==> config.mk <==
export PLATFORM = sky130hd
export DESIGN_NAME = date_string_validator_flat
export DESIGN_NICKNAME = d
export VERILOG_FILES = /design/src/rtl/dsv_pkg.sv /design/src/rtl/dsv_in_if.sv /design/src/rtl/dsv_out_if.sv /design/src/rtl/date_string_validator.sv /design/src/rtl/dsv_in_stage.sv /design/src/rtl/dsv_parser.sv /design/src/rtl/dsv_check.sv /design/src/flat_wrapper.sv
export SDC_FILE = /design/constraint.sdc
export NUM_CORES = 1
export LEC_CHECK = 0
export BUFFER_PORTS_ARGS = -buffer_cell sky130_fd_sc_hd__buf_2
export CAP_MARGIN = 20
export CORE_MARGIN = 3
export CORE_UTILIZATION = 35
export CTS_CLUSTER_SIZE = 30
export DETAILED_ROUTE_END_ITERATION = 8
export PLACE_DENSITY_LB_ADDON = 0.05
export SETUP_SLACK_MARGIN = 0.02
export SLEW_MARGIN = 5
export SYNTH_ARGS = -nofsm -noshare
export SYNTH_HDL_FRONTEND = slang
export SYNTH_HIERARCHICAL = 1
export SYNTH_SLANG_ARGS = --single-unit
==> constraint.sdc <==
create_clock -name clk -period 4.37 [get_ports clk]
set_clock_uncertainty 0.05 [all_clocks]
set_input_delay 0.874 -clock clk [delete_from_list [all_inputs] [get_ports clk]]
set_output_delay 0.874 -clock clk [all_outputs]
set_load 0.05 [all_outputs]
==> src/rtl/dsv_pkg.sv <==
`timescale 1ns / 1ps
// ----------------------------------------------------------------------------
// dsv_pkg: shared types and constants of the date string validator
// field codes, character codes, parser state and result records
// ----------------------------------------------------------------------------
package dsv_pkg;

  // character codes
  localparam logic [7:0] CH_SLASH = 8'h2F;
  localparam logic [7:0] CH_ZERO  = 8'h30;
  localparam logic [7:0] CH_NINE  = 8'h39;

  // calendar constants
  localparam logic [13:0] YEAR_BASE    = 14'd2000;
  localparam logic [13:0] YEAR_SMALL   = 14'd100;
  localparam logic [6:0]  MON_FEB      = 7'd2;
  localparam logic [6:0]  MON_MAX      = 7'd12;
  localparam logic [4:0]  DAYS_LEAPFEB = 5'd29;

  // digit limits and saturation
  localparam logic [2:0] DIG_LIM_DM  = 3'd2;
  localparam logic [2:0] DIG_LIM_Y   = 3'd4;
  localparam logic [2:0] DIG_SAT     = 3'd7;
  localparam logic [1:0] SLASH_SAT   = 2'd3;
  localparam logic [1:0] SLASH_NEED  = 2'd2;

  typedef enum logic [1:0] {
    FLD_DAY   = 2'd0,
    FLD_MONTH = 2'd1,
    FLD_YEAR  = 2'd2
  } field_t;

  typedef logic [6:0]  day_t;
  typedef logic [6:0]  month_t;
  typedef logic [13:0] year_t;

  typedef struct packed {
    logic [7:0] ch;
    logic       last;
  } item_t;

  typedef struct packed {
    field_t          field;
    logic [1:0]      slash_cnt;
    logic [2:0]      dig_cnt;
    day_t            day_acc;
    month_t          month_acc;
    year_t           year_acc;
    logic [3:0][3:0] year_dig;   // last four year digits, [0] is units
    logic            bad;
  } pstate_t;

  typedef struct packed {
    logic   valid_res;
    day_t   day;
    month_t month;
    year_t  year;
  } res_t;

  // days in a common year, month assumed 1..12
  function automatic logic [4:0] month_days(input month_t m);
    logic [4:0] d;
    case (m) inside
      MON_FEB:                     d = 5'd28;
      7'd4, 7'd6, 7'd9, 7'd11:     d = 5'd30;
      default:                     d = 5'd31;
    endcase
    return d;
  endfunction

endpackage

==> src/rtl/dsv_in_if.sv <==
`timescale 1ns / 1ps
// ----------------------------------------------------------------------------
// dsv_in_if: character channel
// one character beat with its end-of-text mark
// ----------------------------------------------------------------------------
interface dsv_in_if import dsv_pkg::*; ();
  logic       valid;
  logic       ready;
  logic [7:0] ch;
  logic       last;

  modport source (output valid, ch, last, input ready);
  modport sink   (input valid, ch, last, output ready);
endinterface

==> src/rtl/dsv_out_if.sv <==
`timescale 1ns / 1ps
// ----------------------------------------------------------------------------
// dsv_out_if: result channel
// one verdict beat with the parsed date
// ----------------------------------------------------------------------------
interface dsv_out_if import dsv_pkg::*; ();
  logic   valid;
  logic   ready;
  logic   valid_res;
  day_t   day;
  month_t month;
  year_t  year;

  modport source (output valid, valid_res, day, month, year, input ready);
  modport sink   (input valid, valid_res, day, month, year, output ready);
endinterface

==> src/rtl/date_string_validator.sv <==
`timescale 1ns / 1ps
// ----------------------------------------------------------------------------
// date_string_validator: d/m/y date text checker
// parses a date text one character per beat and returns one verdict per text
// ----------------------------------------------------------------------------
//
//  channel   dir  payload                          beat
//  in_chan   in   ch[7:0], last                    one character of the text
//  out_chan  out  valid_res, day, month, year      one verdict per last beat
//
//  one character per cycle sustained; the parse update and the verdict are a
//  single pass of logic between the input register and the result register
//  a last character sits in the input register, then its verdict is registered
//  reset (rst_n low, synchronous) empties both registers and clears the parse
//  a stalled verdict holds back only a last character; others keep flowing
//
module date_string_validator import dsv_pkg::*; (
  input  logic      clk,
  input  logic      rst_n,
  dsv_in_if.sink    in_chan,
  dsv_out_if.source out_chan
);

  // input register outputs
  logic    in_vld;
  item_t   in_item;

  // parser advance: a last character needs the result slot free
  logic    adv;
  logic    load;

  pstate_t st_nxt;
  res_t    res;

  // result register
  logic    out_vld_r;
  res_t    res_r;

  assign adv  = in_vld && (!in_item.last || !out_vld_r || out_chan.ready);
  assign load = adv && in_item.last;

  dsv_in_stage u_in (
    .clk     (clk),
    .rst_n   (rst_n),
    .in_chan (in_chan),
    .adv     (adv),
    .vld     (in_vld),
    .item    (in_item)
  );

  // state after folding in the held character
  dsv_parser u_parse (
    .clk    (clk),
    .rst_n  (rst_n),
    .adv    (adv),
    .item   (in_item),
    .st_nxt (st_nxt)
  );

  // verdict on that state, used only when the character is the last
  dsv_check u_chk (
    .st  (st_nxt),
    .res (res)
  );

  always_ff @(posedge clk) begin
    if (!rst_n) begin
      out_vld_r <= 1'b0;
    end else if (load) begin
      out_vld_r <= 1'b1;
    end else if (out_chan.ready) begin
      out_vld_r <= 1'b0;
    end
  end

  always_ff @(posedge clk) begin
    if (load) begin
      res_r <= res;
    end
  end

  assign out_chan.valid     = out_vld_r;
  assign out_chan.valid_res = res_r.valid_res;
  assign out_chan.day       = res_r.day;
  assign out_chan.month     = res_r.month;
  assign out_chan.year      = res_r.year;

`ifndef SYNTHESIS
  // a good date carries a real day and month
  a_good_ranges: assert property (@(posedge clk) disable iff (!rst_n)
    (out_vld_r && res_r.valid_res) |->
      (res_r.day != 7'd0 && res_r.day <= 7'd31 &&
       res_r.month != 7'd0 && res_r.month <= MON_MAX))
    else $error("good verdict with day or month out of range");

  // a rejected text reports all fields as zero
  a_bad_zero: assert property (@(posedge clk) disable iff (!rst_n)
    (out_vld_r && !res_r.valid_res) |->
      (res_r.day == 7'd0 && res_r.month == 7'd0 && res_r.year == 14'd0))
    else $error("rejected verdict with nonzero fields");

  // february never passes beyond the leap day
  a_feb_limit: assert property (@(posedge clk) disable iff (!rst_n)
    (out_vld_r && res_r.valid_res && res_r.month == MON_FEB) |->
      (res_r.day <= {2'b00, DAYS_LEAPFEB}))
    else $error("february day beyond 29");
`endif

endmodule

==> src/rtl/dsv_in_stage.sv <==
`timescale 1ns / 1ps
// ----------------------------------------------------------------------------
// dsv_in_stage: input register
// holds one character beat until the parser takes it
// ----------------------------------------------------------------------------
module dsv_in_stage import dsv_pkg::*; (
  input  logic     clk,
  input  logic     rst_n,
  dsv_in_if.sink   in_chan,
  input  logic     adv,
  output logic     vld,
  output item_t    item
);

  logic  vld_r;
  item_t item_r;

  assign in_chan.ready = !vld_r || adv;
  assign vld  = vld_r;
  assign item = item_r;

  always_ff @(posedge clk) begin
    if (!rst_n) begin
      vld_r <= 1'b0;
    end else if (in_chan.valid && in_chan.ready) begin
      vld_r <= 1'b1;
    end else if (adv) begin
      vld_r <= 1'b0;
    end
  end

  always_ff @(posedge clk) begin
    if (in_chan.valid && in_chan.ready) begin
      item_r <= '{ch: in_chan.ch, last: in_chan.last};
    end
  end

endmodule

==> src/rtl/dsv_parser.sv <==
`timescale 1ns / 1ps
// ----------------------------------------------------------------------------
// dsv_parser: field tracker and digit accumulators
// folds one character into the parse state, clears it after the last one
// ----------------------------------------------------------------------------
module dsv_parser import dsv_pkg::*; (
  input  logic    clk,
  input  logic    rst_n,
  input  logic    adv,
  input  item_t   item,
  output pstate_t st_nxt
);

  pstate_t st_r;
  logic    is_dig;
  logic [3:0] dig;
  logic [2:0] lim;

  assign is_dig = (item.ch >= CH_ZERO) && (item.ch <= CH_NINE);
  assign dig    = 4'(item.ch - CH_ZERO);
  assign lim    = (st_r.field == FLD_DAY || st_r.field == FLD_MONTH) ? DIG_LIM_DM : DIG_LIM_Y;

  always_comb begin
    st_nxt = st_r;
    if (item.ch == CH_SLASH) begin
      if (st_r.slash_cnt < SLASH_SAT) st_nxt.slash_cnt = st_r.slash_cnt + 2'd1;
      if (st_r.field == FLD_DAY || st_r.field == FLD_MONTH) begin
        if (st_r.dig_cnt < 3'd1 || st_r.dig_cnt > DIG_LIM_DM) st_nxt.bad = 1'b1;
        st_nxt.field   = (st_r.field == FLD_DAY) ? FLD_MONTH : FLD_YEAR;
        st_nxt.dig_cnt = 3'd0;
      end else begin
        st_nxt.bad = 1'b1;
      end
    end else if (is_dig) begin
      if (st_r.dig_cnt < lim) begin
        unique case (st_r.field)
          FLD_DAY: begin
            st_nxt.day_acc = (st_r.day_acc << 3) + (st_r.day_acc << 1) + {3'b000, dig};
          end
          FLD_MONTH: begin
            st_nxt.month_acc = (st_r.month_acc << 3) + (st_r.month_acc << 1)
                             + {3'b000, dig};
          end
          default: begin
            st_nxt.year_acc = (st_r.year_acc << 3) + (st_r.year_acc << 1)
                            + {10'd0, dig};
            st_nxt.year_dig = {st_r.year_dig[2:0], dig};
          end
        endcase
      end else begin
        st_nxt.bad = 1'b1;
      end
      if (st_r.dig_cnt < DIG_SAT) st_nxt.dig_cnt = st_r.dig_cnt + 3'd1;
    end else begin
      st_nxt.bad = 1'b1;
    end
  end

  always_ff @(posedge clk) begin
    if (!rst_n) begin
      st_r <= '0;
    end else if (adv) begin
      st_r <= item.last ? pstate_t'('0) : st_nxt;
    end
  end

endmodule

==> src/rtl/dsv_check.sv <==
`timescale 1ns / 1ps
// ----------------------------------------------------------------------------
// dsv_check: date verdict
// format, month range and Gregorian day limit on a finished parse state
// ----------------------------------------------------------------------------
module dsv_check import dsv_pkg::*; (
  input  pstate_t st,
  output res_t    res
);

  logic       fmt_ok;
  logic       mon_ok;
  logic       day_ok;
  logic       yr_low;
  logic       cent;
  logic       leap;
  logic [4:0] lo_sum;
  logic [4:0] hi_sum;
  logic [4:0] lim;
  year_t      year_eff;

  assign fmt_ok = !st.bad && (st.slash_cnt == SLASH_NEED) && (st.field == FLD_YEAR)
                && (st.dig_cnt == DIG_LIM_DM || st.dig_cnt == DIG_LIM_Y);
  assign mon_ok = (st.month_acc != 7'd0) && (st.month_acc <= MON_MAX);

  // year mod 4 from the two low digits, mod 400 from the two high digits
  assign yr_low = st.year_acc < YEAR_SMALL;
  assign lo_sum = {st.year_dig[1], 1'b0} + {1'b0, st.year_dig[0]};
  assign hi_sum = {st.year_dig[3], 1'b0} + {1'b0, st.year_dig[2]};
  assign cent   = (st.year_dig[1] == 4'd0) && (st.year_dig[0] == 4'd0);
  // years below 100 sit in the 2000s, whose century is divisible by 400
  assign leap   = (lo_sum[1:0] == 2'd0) && (!cent || yr_low || hi_sum[1:0] == 2'd0);

  assign lim    = (st.month_acc == MON_FEB && leap) ? DAYS_LEAPFEB : month_days(st.month_acc);
  assign day_ok = (st.day_acc != 7'd0) && (st.day_acc <= {2'b00, lim});

  assign year_eff = yr_low ? st.year_acc + YEAR_BASE : st.year_acc;

  always_comb begin
    res = '0;
    if (fmt_ok && mon_ok && day_ok) begin
      res.valid_res = 1'b1;
      res.day       = st.day_acc;
      res.month     = st.month_acc;
      res.year      = year_eff;
    end
  end

endmodule

==> src/flat_wrapper.sv <==
// flat-port wrapper written by rule: the top's interface ports become plain ports
module date_string_validator_flat import dsv_pkg::*;
  (clk, rst_n, in_chan_valid, in_chan_ch, in_chan_last, in_chan_ready, out_chan_valid, out_chan_valid_res, out_chan_day, out_chan_month, out_chan_year, out_chan_ready);
  dsv_in_if in_chan_i ();
  dsv_out_if out_chan_i ();
  input  logic clk;
  input  logic rst_n;
  input wire logic [$bits(in_chan_i.valid)-1:0] in_chan_valid;
  input wire logic [$bits(in_chan_i.ch)-1:0] in_chan_ch;
  input wire logic [$bits(in_chan_i.last)-1:0] in_chan_last;
  output wire logic [$bits(in_chan_i.ready)-1:0] in_chan_ready;
  output wire logic [$bits(out_chan_i.valid)-1:0] out_chan_valid;
  output wire logic [$bits(out_chan_i.valid_res)-1:0] out_chan_valid_res;
  output wire logic [$bits(out_chan_i.day)-1:0] out_chan_day;
  output wire logic [$bits(out_chan_i.month)-1:0] out_chan_month;
  output wire logic [$bits(out_chan_i.year)-1:0] out_chan_year;
  input wire logic [$bits(out_chan_i.ready)-1:0] out_chan_ready;
  assign in_chan_i.valid = in_chan_valid;
  assign in_chan_i.ch = in_chan_ch;
  assign in_chan_i.last = in_chan_last;
  assign in_chan_ready = in_chan_i.ready;
  assign out_chan_valid = out_chan_i.valid;
  assign out_chan_valid_res = out_chan_i.valid_res;
  assign out_chan_day = out_chan_i.day;
  assign out_chan_month = out_chan_i.month;
  assign out_chan_year = out_chan_i.year;
  assign out_chan_i.ready = out_chan_ready;
  date_string_validator u_core (.clk(clk), .rst_n(rst_n), .in_chan(in_chan_i), .out_chan(out_chan_i));
endmodule
==> results of run 1 <==
## repair_timing
action	4_1_cts	5_1_grt
endpoints found under the setup margin	24	24
pin swaps	17	8
resized for setup	31	13
buffers inserted	17	4
gates cloned	1	1
## worst paths after layout
kind,slack [ps],cells after the start,from,endpoint
worst max-delay path,-60,19,u_core/u_in/item[4],u_core/out_chan.year[8]
worst min-delay path,410,1,u_core/u_parse/st_r[37],u_core/u_parse/st_r[37]
worst max register to register,-60,19,u_core/u_in/item[4],u_core/out_chan.year[8]
worst min register to register,410,1,u_core/u_parse/st_r[37],u_core/u_parse/st_r[37]
## sequential cells by signal, indices dropped and copies added, names as in the netlist
register / count
u_core/out_chan.year: 14
u_core/u_in/item: 9
u_core/out_chan.valid_res: 1
u_core/u_parse/st_r: 47
u_core/out_chan.valid: 1
u_core/u_in/vld: 1
u_core/out_chan.day: 7
u_core/out_chan.month: 7
## worst max-delay path, cell delays in order (launching register included)
cell and delay [ps]:
sky130_fd_sc_hd__edfxtp_1 410, sky130_fd_sc_hd__inv_2 80, sky130_fd_sc_hd__fa_2 460, sky130_fd_sc_hd__fa_2 410
sky130_fd_sc_hd__nor2b_2 160, sky130_fd_sc_hd__o2111ai_2 160, sky130_fd_sc_hd__a31oi_2 260, sky130_fd_sc_hd__xor2_1 100
sky130_fd_sc_hd__mux2_2 300, sky130_fd_sc_hd__nor3_2 220, sky130_fd_sc_hd__o211ai_1 160, sky130_fd_sc_hd__a211o_1 310
sky130_fd_sc_hd__a22oi_2 170, sky130_fd_sc_hd__ha_4 160, sky130_fd_sc_hd__inv_2 30, sky130_fd_sc_hd__a21o_1 170
sky130_fd_sc_hd__a211oi_4 240, sky130_fd_sc_hd__buf_6 150, sky130_fd_sc_hd__buf_12 110, sky130_fd_sc_hd__a21boi_2 140
## power groups by stage
| stage | registers, mW | logic, mW | clock network [mW] |
|---|---|---|---|
| global placement | 0.887 | 0.110 | 0 |
| global route | 0.870 | 0.124 | 0.834 |
| CTS | 0.869 | 0.114 | 0.810 |
| detailed placement | 0.887 | 0.111 | 0 |
| floorplan | 0.903 | 0.0612 | 0 |
| finish | 0.869 | 0.114 | 0.787 |
## per-stage QoR
stage | hold WS (ps) | TNS [ps]
3_3_place_gp | 395 | -2660
2_1_floorplan | 382 | -3830
3_5_place_dp | 400 | -6140
4_1_cts | 414 | -1400
6_report | 408 | -576
5_1_grt | 433 | -6120
## placed cells by master, fill, tap and decap left out, drive strengths merged, types with 22 or more instances in the layout
cell type and n:
and2 22, buf 131, dfxtp 49, edfxtp 38
ha 48, inv 36, mux2 26, nand2 33
nor2b 22, o21ai 26
## final cells by class
| class | instances | area share, % |
|---|---|---|
| multi-input cells | 407 | 47.7 |
| clock buffers | 15 | 4.18 |
| flip-flops and latches | 87 | 29.6 |
| inverters | 36 | 1.88 |
| well taps | 211 | 3.67 |
| repair buffers | 131 | 12.8 |
| clock inverters | 1 | 0.104 |
## layer usage
layer,share of wire (%),up-vias,GRT usage (%)
met5,0,-,0
met4,1.3,0,4.00
met3,4.5,15,3.29
met2,44,102,25.8
met1,50,2134,24.1
li1,-,2256,-
==> results.sh, run 1 <==
export IMPL_status="finished with violations"
export IMPL_violations_in_the_final_reports="negative setup slack"
export IMPL_critPathMaxFanout=7
export IMPL_clkSlewWorstSetupHoldPaths_ps=60
export IMPL_power_switching_fraction_pct=22.7
export IMPL_die_height_um=133
export IMPL_clock_root_buffer="sky130_fd_sc_hd__clkbuf_16"
export IMPL_htree_levels=3
export IMPL_relSlewSlack_pct=50.1
export IMPL_drtPass1Iterations=4
export IMPL_start_util_pct=36.5
export IMPL_grt_ovfl_total=0
export IMPL_post_route_cells_drive_above_1_share_pct=34.9
export IMPL_ir_worst_vdd_uv=224
export IMPL_number_of_clock_buffers_inserted_by_tritoncts=9
export IMPL_port_bufs=43
export IMPL_switchingPower_mw=0.401
export IMPL_route_detailed_wl_per_inst_um=16.3
export IMPL_routed_wl_mm=14.5
export IMPL_clockBufferDepth=2
export IMPL_power_density_nw_per_um2=246
export IMPL_area_sequential_um2=2130
export IMPL_detailed_place_area_um2=6600
export IMPL_cts_tree="built"
export IMPL_detailedPlace_worstSlack_ps=-353
export IMPL_power_combinational_fraction_pct=6.4
export IMPL_core_area_um2=15500
export IMPL_drt_iter0_markers=215
export IMPL_unrepaired_setup_endpoints_after_global_routing="true"
export IMPL_setup_viol=23
export IMPL_io_pin_count=44
export IMPL_grt_util_all_layers_pct=16.7
export IMPL_first_global_vias=4416
export IMPL_post_synth_inst_count=553
export IMPL_die_w_um=133
export IMPL_timing_max_cap_violations=0
export IMPL_timing_critical_path_from_type="flop"
export IMPL_final_instance_count_excl_fill=888
export IMPL_core_rowCount=45
export IMPL_p_int_mw=1.37
export IMPL_max_freq_mhz=226
export IMPL_data_required_time_at_the_worst_endpoint_ps=4520
export IMPL_setup_crit_end_kind="flop"
export IMPL_finalWorstPathRequiredPeriod_ps=4430
export IMPL_viasPerCell=5.08
export IMPL_crit_type="flop to flop"
export IMPL_grt_first_pass_wirelength_mm=23.6
export IMPL_drv_slew=0
export IMPL_antenna_violating_nets_post_route=0
export IMPL_grt_start_max_net_pins=30
export IMPL_clk_insertion_delay_late_ps=350
export IMPL_finalCoreUtilization_pct=46.4
export IMPL_cts_hold_fix_buffers=0
export IMPL_ys_warn_count=6
export IMPL_post_detailed_route_drc_marker_count=0
export IMPL_finish_instance_area_um2=7190
export IMPL_worstMarginPinSlew_ps=747
export IMPL_combined_area_of_the_multi_input_logic_cells_um2=3430
export IMPL_dp_cells=852
export IMPL_die_area_um2=17700
export IMPL_cellLeakagePower_nw=3.21
export IMPL_fill_cells=1508
export IMPL_combined_area_of_all_synthesized_cells_um2=5660
export IMPL_p_seq_share_pct=49.1
export IMPL_antenna_cells=0
export IMPL_power_frac_clock_pct=44.5
export IMPL_dr_total_vias=4507
export IMPL_finish_net_count=739
export IMPL_hold_path_class="flop to flop"
export IMPL_hold_violations=0
export IMPL_initial_antenna_violation_count=0
export IMPL_synthToLayoutAreaGrowth_pct=27.0
export IMPL_clock_net_sink_count=87
export IMPL_p_total_mw=1.77
export IMPL_gp_congestion=0.823
export IMPL_setup_ws_ps=-56.6
export IMPL_critical_path_arrival_ps=4570
export IMPL_detailedPlacementHpwl_mm=11.0
export IMPL_syn_avg_cell_area_um2=10.2
export IMPL_layout_worst_path_cycle_share_pct=101
(Power assumes the default switching activity.)
==> run 2: changes to the inputs <==
Settings changed: CAP_MARGIN 20 to not set, RECOVER_POWER set to 25.
==> results.sh, run 2 (same netlist as run 1, synthesis figures left out) <==
export IMPL_status="finished with violations"
export IMPL_violations_in_the_final_reports="max-capacitance violations, max-slew violations, negative setup slack"
export IMPL_layout_cells_most_common="sky130_fd_sc_hd__buf_4"
export IMPL_viasPerCell=5.05
export IMPL_critical_path_arrival_ps=4570
export IMPL_data_required_time_at_the_worst_endpoint_ps=4520
export IMPL_p_int_mw=1.37
export IMPL_mostFrequentLayoutCells="sky130_fd_sc_hd__buf_4, sky130_fd_sc_hd__dfxtp_1, sky130_fd_sc_hd__ha_1"
export IMPL_core_rowCount=45
export IMPL_number_of_clock_buffers_inserted_by_tritoncts=9
export IMPL_antenna_violating_nets_post_route=0
export IMPL_first_global_vias=4416
export IMPL_post_route_cells_drive_above_1_share_pct=34.1
export IMPL_power_frac_clock_pct=44.5
export IMPL_clock_root_buffer="sky130_fd_sc_hd__clkbuf_16"
export IMPL_finalCoreUtilization_pct=46.3
export IMPL_clkSlewWorstSetupHoldPaths_ps=60
export IMPL_final_instance_count_excl_fill=888
export IMPL_clock_net_sink_count=87
export IMPL_grt_util_all_layers_pct=16.7
export IMPL_grt_ovfl_total=0
export IMPL_initial_antenna_violation_count=0
export IMPL_ir_worst_vdd_uv=225
export IMPL_power_combinational_fraction_pct=6.3
export IMPL_gp_congestion=0.823
export IMPL_routed_wl_mm=14.5
export IMPL_max_freq_mhz=226
export IMPL_unrepaired_setup_endpoints_after_global_routing="true"
export IMPL_dr_total_vias=4487
export IMPL_io_pin_count=44
export IMPL_start_util_pct=36.5
export IMPL_core_area_um2=15500
export IMPL_cp_slowest_stage_delay_ps=460
export IMPL_grt_start_max_net_pins=30
export IMPL_timing_critical_path_from_type="flop"
export IMPL_drt_iter0_markers=214
export IMPL_power_switching_fraction_pct=22.6
export IMPL_finish_net_count=739
export IMPL_max_reg_flops=47
export IMPL_drtPass1Iterations=4
export IMPL_clockBufferDepth=2
export IMPL_worstMarginPinSlew_ps=1660
export IMPL_finalWorstPathRequiredPeriod_ps=4420
export IMPL_setup_crit_end_kind="flop"
export IMPL_cellLeakagePower_nw=3.20
export IMPL_p_total_mw=1.77
export IMPL_cell_breakdown_of_the_critical_path="inv_2 > fa_2 > fa_2 > nor2b_2 > o2111ai_2 > a31oi_2 > xor2_1 > mux2_2 > nor3_2 > o211ai_1 > a211o_1 > a22oi_2 > ha_4 > inv_2 > a21o_1 > a211oi_4 > buf_6 > buf_12 > a21boi_2"
export IMPL_critical_path_slowest_cell="sky130_fd_sc_hd__fa_2"
export IMPL_port_bufs=43
export IMPL_hold_violations=0
export IMPL_relSlewSlack_pct=-10.9
export IMPL_htree_levels=3
export IMPL_setup_ws_ps=-47.7
export IMPL_drv_slew=30
export IMPL_switchingPower_mw=0.400
export IMPL_layout_worst_path_cycle_share_pct=101
export IMPL_dp_cells=852
export IMPL_route_detailed_wl_per_inst_um=16.3
export IMPL_antenna_cells=0
export IMPL_die_w_um=133
export IMPL_post_detailed_route_drc_marker_count=0
export IMPL_cts_hold_fix_buffers=0
export IMPL_grt_first_pass_wirelength_mm=23.6
export IMPL_cts_tree="built"
export IMPL_power_density_nw_per_um2=246
export IMPL_setup_viol=21
export IMPL_timing_max_cap_violations=1
export IMPL_area_sequential_um2=2130
export IMPL_crit_type="flop to flop"
export IMPL_detailedPlace_worstSlack_ps=-353
export IMPL_clk_insertion_delay_late_ps=350
export IMPL_synthToLayoutAreaGrowth_pct=26.8
export IMPL_fill_cells=1512
export IMPL_detailedPlacementHpwl_mm=11.0
export IMPL_p_seq_share_pct=49.2
export IMPL_die_area_um2=17700
export IMPL_hold_path_class="flop to flop"
export IMPL_critPathMaxFanout=7
export IMPL_die_height_um=133
export IMPL_combined_area_of_the_multi_input_logic_cells_um2=3420
export IMPL_registers_top_by_ff_count="u_core/u_parse/st_r"
-- run 2: cell types whose count changed in the layout (fill, tap and decap cells not counted) --
cell                       delta
sky130_fd_sc_hd__nor2_1       +1
sky130_fd_sc_hd__a21boi_2     -1
sky130_fd_sc_hd__buf_2        -2
sky130_fd_sc_hd__a21boi_0     +1
sky130_fd_sc_hd__nor2_2       -1
sky130_fd_sc_hd__clkbuf_1     +3
sky130_fd_sc_hd__buf_4        -1
-- run 2: worst max-delay path, delay by kind of cell (launching register included) --
kind / cells / cell delay [ps]
compound gates: 8 / 1610
xor+xnor: 1 / 100
fa+ha+maj: 3 / 1030
buf+inv: 4 / 370
flops: 1 / 410
mux: 1 / 300
simple gates: 2 / 380
-- run 2: timing repair --
action,in CTS,in global routing
buffers inserted,17,4
gates resized for setup,31,13
cloned,1,1
endpoints found under the setup margin,24,24
hold endpoints to repair,0,0
pin swaps,17,8
-- run 2: metal layers --
metal	up-vias	global-route usage, %	wire length (µm)
met1	2130	24.1	7340
li1	2254	-	-
met5	-	0	0
met3	15	3.29	560
met2	88	25.8	6410
met4	0	4.00	185
-- run 2: path summary, 6_finish.rpt --
path | startpoint | end | slack (ps) | depth (start not counted)
max | u_core/u_in/item[4] | u_core/out_chan.year[7] | -50 | 19
min | u_core/u_parse/st_r[37] | u_core/u_parse/st_r[37] | 410 | 1
max reg2reg | u_core/u_in/item[4] | u_core/out_chan.year[7] | -50 | 19
min reg2reg | u_core/u_parse/st_r[37] | u_core/u_parse/st_r[37] | 410 | 1
-- run 2: power by group through the flow --
stage,Sequential [mW],Combinational (mW),Clock [mW]
global placement,0.887,0.110,0
CTS,0.869,0.114,0.810
global route,0.871,0.123,0.834
detailed placement,0.887,0.111,0
finish,0.870,0.112,0.786
floorplan,0.903,0.0612,0
-- run 2: final cells by class --
cell class                 instances  share of cell area [%]
tap                              211                    3.68
sequential                        87                    29.6
multi-input combinational        407                    47.7
clock buffer                      15                    4.19
inverter                          36                    1.88
clock inverter                     1                   0.105
timing repair buffer             131                    12.8
-- run 2: through the flow --
step / instance area (µm²) / hold slack, ps / setup TNS [ps]
floorplan: 5760 / 382 / -3830
global placement: 6600 / 395 / -2660
detailed placement: 6600 / 400 / -6140
CTS: 7150 / 414 / -1400
global route: 7170 / 433 / -6120
finish: 7170 / 409 / -469
